### src/rtl/rpst_pkg.sv
`timescale 1ns / 1ps
// Shared types, constants and helpers of the range-add power-sum block.
package rpst_pkg;

	localparam int VAL_W     = 30;
	localparam int RANGE_W   = 11;
	localparam int MUL_STEPS = VAL_W;
	localparam int CNT_W     = $clog2(MUL_STEPS + 1);

	localparam logic [VAL_W-1:0] PRIME = 30'd1000000007;

	typedef enum logic {
		OP_ADD   = 1'b0,
		OP_QUERY = 1'b1
	} op_t;

	typedef enum logic [2:0] {
		ST_CLEAR,
		ST_IDLE,
		ST_RD,
		ST_DATA,
		ST_SQ,
		ST_CU,
		ST_OUT
	} state_t;

	typedef struct packed {
		logic busy;
		logic done;
	} mul_stat_t;

	function automatic logic [VAL_W-1:0] mod_add(input logic [VAL_W-1:0] a,
		input logic [VAL_W-1:0] b);
		logic [VAL_W:0] s;
		s = {1'b0, a} + {1'b0, b};
		if (s >= {1'b0, PRIME}) begin
			s = s - {1'b0, PRIME};
		end
		return s[VAL_W-1:0];
	endfunction

endpackage

### src/rtl/rpst_modmul.sv
`timescale 1ns / 1ps
// Bit-serial modular multiplier: one multiplier bit per cycle, reduced each step.
module rpst_modmul (
	input  logic                       clk,
	input  logic                       arst_n,
	input  logic                       start,
	input  logic [rpst_pkg::VAL_W-1:0] a,
	input  logic [rpst_pkg::VAL_W-1:0] b,
	output logic [rpst_pkg::VAL_W-1:0] result,
	output rpst_pkg::mul_stat_t        stat
);

	localparam int VW = rpst_pkg::VAL_W;

	logic [VW-1:0]              a_q;
	logic [VW-1:0]              b_q;
	logic [VW-1:0]              r_q;
	logic [rpst_pkg::CNT_W-1:0] cnt_q;
	logic                       done_q;
	logic [VW+1:0]              t;
	logic [VW+1:0]              r_d;

	// Horner step: r = 2r + bit*a, which stays below 3p, then fold back below p.
	always_comb begin
		t = {1'b0, r_q, 1'b0} + (b_q[VW-1] ? {2'b00, a_q} : '0);
		if (t >= {1'b0, rpst_pkg::PRIME, 1'b0}) begin
			r_d = t - {1'b0, rpst_pkg::PRIME, 1'b0};
		end else if (t >= {2'b00, rpst_pkg::PRIME}) begin
			r_d = t - {2'b00, rpst_pkg::PRIME};
		end else begin
			r_d = t;
		end
	end

	always_ff @(posedge clk or negedge arst_n) begin
		if (!arst_n) begin
			cnt_q  <= '0;
			done_q <= 1'b0;
		end else begin
			done_q <= 1'b0;
			if (start) begin
				cnt_q <= rpst_pkg::CNT_W'(rpst_pkg::MUL_STEPS);
			end else if (cnt_q != '0) begin
				cnt_q <= cnt_q - 1'b1;
				if (cnt_q == rpst_pkg::CNT_W'(1)) begin
					done_q <= 1'b1;
				end
			end
		end
	end

	always_ff @(posedge clk) begin
		if (start) begin
			a_q <= a;
			b_q <= b;
			r_q <= '0;
		end else if (cnt_q != '0) begin
			r_q <= r_d[VW-1:0];
			b_q <= {b_q[VW-2:0], 1'b0};
		end
	end

	assign result = r_q;
	assign stat   = '{busy: (cnt_q != '0), done: done_q};

endmodule

### config.mk
export PLATFORM = sky130hd
export DESIGN_NAME = rpst_modmul
export DESIGN_NICKNAME = d
export VERILOG_FILES = /design/src/rtl/rpst_pkg.sv /design/src/rtl/rpst_modmul.sv
export SDC_FILE = /design/constraint.sdc
export NUM_CORES = 1
export LEC_CHECK = 0
export BUFFER_PORTS_ARGS = -buffer_cell sky130_fd_sc_hd__buf_2
export CAP_MARGIN = 20
export CELL_PAD_IN_SITES_DETAIL_PLACEMENT = 1
export CELL_PAD_IN_SITES_GLOBAL_PLACEMENT = 1
export CORE_ASPECT_RATIO = 0.9
export CORE_MARGIN = 5
export CORE_UTILIZATION = 49
export DETAILED_ROUTE_END_ITERATION = 7
export PLACE_DENSITY = 0.86
export SYNTH_ARGS = -nofsm -noshare
export SYNTH_HDL_FRONTEND = slang
export SYNTH_SLANG_ARGS = --single-unit
### constraint.sdc
create_clock -name clk -period 13.7 [get_ports clk]
set_clock_uncertainty 0.1 [all_clocks]
set_input_delay 0.685 -clock clk [delete_from_list [all_inputs] [get_ports clk]]
set_output_delay 0.685 -clock clk [all_outputs]
set_load 0.03 [all_outputs]
Word-level counts from Yosys, hierarchy flattened
Cells that the tools add are included.
{"block": "totals", "ff_bits": 96, "wordCells": 24, "in_bits": 63}
{"block": "op_classes", "add_sub_neg": 4, "mux": 10, "reduce_logical": 2, "eq_ne": 1, "magnitude_cmp": 2}
{"op": "2-to-1 mux 30 bit", "count": 5}
{"op": "subtractor 30 bit, second input constant", "count": 2}
{"op": "adder 31 x 30 -> 32 bit", "count": 1}
{"op": ">= comparator 32 x 30 -> 1 bit, second input constant", "count": 1}
{"op": ">= comparator 32 x 31 -> 1 bit, second input constant", "count": 1}
{"op": "2-to-1 mux 5 bit", "count": 2}
{"op": "equality test 5 x 1 -> 1 bit, second input constant", "count": 1}
{"op": "nonzero test 5 bit", "count": 1}
{"op": "subtractor 5 x 1 -> 5 bit, second input constant", "count": 1}
{"op": "2-to-1 mux 1 bit", "count": 3}
{"op": "nonzero test 2 bit", "count": 1}

Depth between registers and ports, before layout
{"block": "depth", "word_depth": 5, "mapped_depth": 19}

Worst setup path after synthesis
No wires, ideal clock.
{"block": "synth_path", "kind": "register to register", "from": "register b_q[29]", "to": "register r_q[16] (netlist: result[16])", "synth_period_minus_slack_ns": 4.412, "path_stages_with_launch": 18, "setup_ns": 0.074, "path_slack_ns": 9.288, "arrival_time_ns": 4.238, "path_cell_list": "edfxtp_1 > clkbuf_1 > clkbuf_1 > and2_1 > ha_1 > clkbuf_1 > a21oi_1 > o21ai_1 > mux2_2 > a311oi_1 > and3_1 > nand3_1 > o311a_1 > o21a_1 > buf_4 > and3_4 > or4b_1 > a31oi_1"}
{"block": "synth_via", "elab_chain_cells": 5, "word_cells_on_any_way": 8, "classes_between": "3 x add/sub; 2 x order compare; 3 x mux"}
{"element": "from (decl)", "line": "rpst_modmul.sv:16", "source": "logic [VW-1:0] b_q;"}
{"element": "from (signal assigned)", "line": "rpst_modmul.sv:59", "source": "b_q <= {b_q[VW-2:0], 1'b0};"}
{"element": "2-to-1 mux 30 bit *", "line": "rpst_modmul.sv:25", "source": "t = {1'b0, r_q, 1'b0} + (b_q[VW-1] ? {2'b00, a_q} : '0);"}
{"element": "adder 31 x 30 -> 32 bit *", "line": "rpst_modmul.sv:25"}
{"element": "subtractor 30 bit / >= comparator 32 x 30 -> 1 bit (equally long branches)", "line": "rpst_modmul.sv:29, rpst_modmul.sv:28"}
{"element": "2-to-1 mux 30 bit", "line": "rpst_modmul.sv:28", "source": "end else if (t >= {2'b00, rpst_pkg::PRIME}) begin"}
{"element": "2-to-1 mux 30 bit *", "line": "rpst_modmul.sv:26", "source": "if (t >= {1'b0, rpst_pkg::PRIME, 1'b0}) begin"}
{"element": "to (signal assigned)", "line": "rpst_modmul.sv:58", "source": "r_q <= r_d[VW-1:0];"}
{"element": "to (decl)", "line": "rpst_modmul.sv:17", "source": "logic [VW-1:0] r_q;"}
Every way passes the cells marked *; elsewhere a longest branch is shown, timed or not.
A chain may end at the register's enable or synchronous reset.

Worst setup path in the final report
{"block": "layout_path", "from": "register b_q[29]", "to": "register r_q[11] (netlist: result[11])"}
The elaborated chain is that of the path after synthesis.

==> impl_results.md <==
* Outcome: complete, no violations
* Period Utilization, post-route at 43.0%
* RePlAce Congestion at 0.953
* Clock-pin slew on the worst setup and hold paths at 0.08 ns
* Setup crit end kind: register
* Family with the most delay on the worst path: compound AO/OA/AOI/OAI gates
* Combinational power share at 59.5%
* Worst-skew pair later-pin latency at 0.36 ns
* Cell area power density at 203 nW/um^2
* Sequential share of power at 24.4%
* CTS tree: yes
* Routed Antenna Nets at 0
* P_sw at 833 uW
* Final Hold Viols at 0
* Largest net degree at the start of global routing at 43
* Post-synthesis net count at 892
* Yosys warning count at 0
* DRC at 0
* Non-Filler Instances at 1067
* Cts hold-fix bufs at 0
* Max_cap viols at 0
* Max Transition Viols Final at 0
* Post_cts resized at 0
* Cell Area, Synth at 7280 um^2
* Total CTS buffers at 9
* NumNets Final at 963
* Setup TNS at 0 ns
* Layout cells sized above 1 at 20.1%
* Switching Share at 50.1%
* Seq/Total Area, Yosys at 35.1%
* CP Max Fanout at 18
* Top FF cell, synth: edfxtp_1
* Worst-margin pin slew at 1.09 ns
* Vias in the first global route at 7175
* Rows at 42
* FMAX at 0.170 GHz
* Die X at 138 um
* Area Growth Syn to Fin at 12.5%
* Chip height at 126 um
* Post-Synthesis Cells at 793
* WP data required at 13.86 ns
* DR vias at 6847
* Setup Fix Bufs, Post-CTS at 0
* Via/cell ratio at 6.42
* GRT Util Overall at 26.8%
* Syn avg cell area at 9.18 um^2
* Async set or reset register ratio after synthesis at 6.25%
* Starting Density at 49.6%
* Startpoint types: register
* Crit Path Category: reg -> reg
* CP arrival at 6.05 ns
* DRT iter0 DRCs at 554
* EDFF count, synth at 60
* WL final at 23.7 mm
* VDD IR max at 0.0818 mV
* H-tree depth at 3
* Hold Crit Class: in -> async
* Internal power at 828 uW
* Overflow after GRT at 0
* Core area at 14700 um^2
* Clock Path Buffers at 2
* Clock sink total at 96
* DP HPWL at 18.0 mm
* CP Cell Sequence: buf_4 -> and2_1 -> ha_1 -> inv_1 -> fa_1 -> nor2b_1 -> o221a_4 -> o31ai_4 -> and3_1 -> o311a_1 -> a2111oi_2 -> o41ai_2 -> nand4_1 -> o21a_1 -> nand3_1 -> a211o_1 -> a32o_1
* I/O Buffers at 94
* First-pass GRT wire length at 38.0 mm
* DR pass1 iterations at 6
* Ant. Diodes at 0
* CP max-delay cell: o21a_1
* Initial antenna violation count at 0
* WL per Instance at 22.2 um
* Root buffer cell: clkbuf_16
* Slowest cell delay on critical path at 0.72 ns
* Clk pwr share at 16.1%
* RSZ-0062 raised after global routing: no
* Lkg Pwr at 3.32 nW
* FF+latch count, synth at 96
* Tmin final at 5.89 ns
* Die area at 17400 um^2
* Critical path buffers and inverters at 2
* # fillers at 1714
* I/O Pins at 95
* Placed insts at 1050
* Slew margin rel. at 27.1%
* Setup Viol. Count Final at 0
* Count of cell types in the netlist at 93
[through the flow]
step	total power, mW	cell area [um^2]	util [%]	hold slack (ns)	setup slack [ns]
final	1.66	8190	55.8	0.0257	7.81
after global routing	1.76	8190	55.8	0.0239	7.49
after CTS	1.64	8160	55.6	0.0207	7.88
after detailed placement	1.37	7850	53.6	0.389	7.88
after global placement	1.34	7850	53.6	0.370	8.25
after floorplan	1.12	7280	-	0.289	9.29
[cell usage after synthesis (all sizes together) (4+ instances only)]
master / count / area, um^2
a21oi: 43 / 223
dfrtp: 6 / 150
nor3: 28 / 145
xor2: 10 / 95.1
a211oi: 19 / 153
a22oi: 6 / 58.8
or2: 4 / 25.0
o22ai: 5 / 31.3
or3: 7 / 43.8
nand3: 23 / 120
clkbuf: 22 / 82.6
inv: 21 / 78.8
dfxtp: 30 / 601
ha: 35 / 438
o21ai: 47 / 239
mux2i: 14 / 140
o21a: 6 / 45.0
buf: 16 / 90.1
o31ai: 9 / 100
mux2: 31 / 349
and3: 17 / 111
nor2: 62 / 235
nand2: 70 / 263
nand4: 9 / 56.3
a211o: 4 / 35.0
nor4: 11 / 68.8
edfxtp: 60 / 1800
a21o: 15 / 113
o2111ai: 4 / 41.3
a31oi: 10 / 77.6
and2: 37 / 231
o211ai: 17 / 128
xnor2: 27 / 251
[registers in the layout, indices dropped and copies added (netlist names)]
name    cells
result     30
b_q        30
done_q      1
cnt_q       5
a_q        30
[cell usage in the layout (no fill, tap or decap), types with 15 or more instances in the layout]
master and instances:
o21ai_0 38, nand3_1 22, ha_1 35, edfxtp_1 60
dfxtp_1 30, nor3_1 27, a21oi_1 41, and3_1 16
inv_1 21, nand2_1 70, mux2_2 31, o211ai_1 17
a211oi_1 17, xnor2_1 25, a21o_1 15, buf_2 93
and2_1 37, nor2_1 60
[kinds of logic (layout without fill, tap and decap cells)]
logic type	Yosys count	in the layout	share of synthesized area, %
and+or+nand+nor	291	291	20.3
AOI/OAI and AO/OA	229	229	23.4
DFF	96	96	35.1
buffers and inverters	59	135	3.46
muxes	45	45	6.72
xor gates and xnor gates	37	37	4.76
adders and majority gates	36	36	6.29
[layer usage]
layer | vias up | track usage, % | part of all wire (%)
li1 | 3156 | - | -
met2 | 242 | 46.6 | 49
met3 | 44 | 5.34 | 6.2
met4 | 0 | 6.57 | 1.9
met5 | - | 0 | 0
met1 | 3405 | 34.4 | 43
[power groups by stage]
stage	Combinational, mW	Sequential [mW]	Clock [mW]
2_1_floorplan	0.655	0.465	0
3_3_place_gp	0.927	0.409	0
3_5_place_dp	0.961	0.413	0
4_1_cts	0.970	0.406	0.269
5_1_grt	1.06	0.412	0.283
6_report	0.988	0.406	0.267
[worst register-to-register path, cell delays in order, from the launching register on]
cell and delay (ns):
edfxtp_1 0.70, buf_4 0.31, and2_1 0.16, ha_1 0.16, inv_1 0.05, fa_1 0.41, nor2b_1 0.32, o221a_4 0.35
o31ai_4 0.11, and3_1 0.24, o311a_1 0.36, a2111oi_2 0.59, o41ai_2 0.14, nand4_1 0.25, o21a_1 0.72, nand3_1 0.25
a211o_1 0.32, a32o_1 0.26
[final cells by class]
class                           count  area [um^2]  share of cell area (%)
Clock inverter                      7         82.6                    1.01
Timing Repair Buffer               98          523                    6.39
Inverter                           21         78.8                   0.963
Multi-Input combinational cell    638         4480                    54.7
Tap cell                          198          248                    3.03
Sequential cell                    96         2550                    31.2
Clock buffer                        9          225                    2.75
[path summary, 6_finish.rpt]
path	endpoint	slack (ns)	cells after the start	startpoint
max in group asynchronous	cnt_q[2]	13.33	1	arst_n
worst min register to register	result[21]	0.39	2	result[21]
min in group clk	a_q[17]	0.39	1	a[17]
worst min-delay path	done_q	0.03	1	arst_n
worst max-delay path	result[11]	7.81	17	b_q[29]
worst max register to register	result[11]	7.81	17	b_q[29]
No activity file was read; power rests on OpenSTA's default activity.
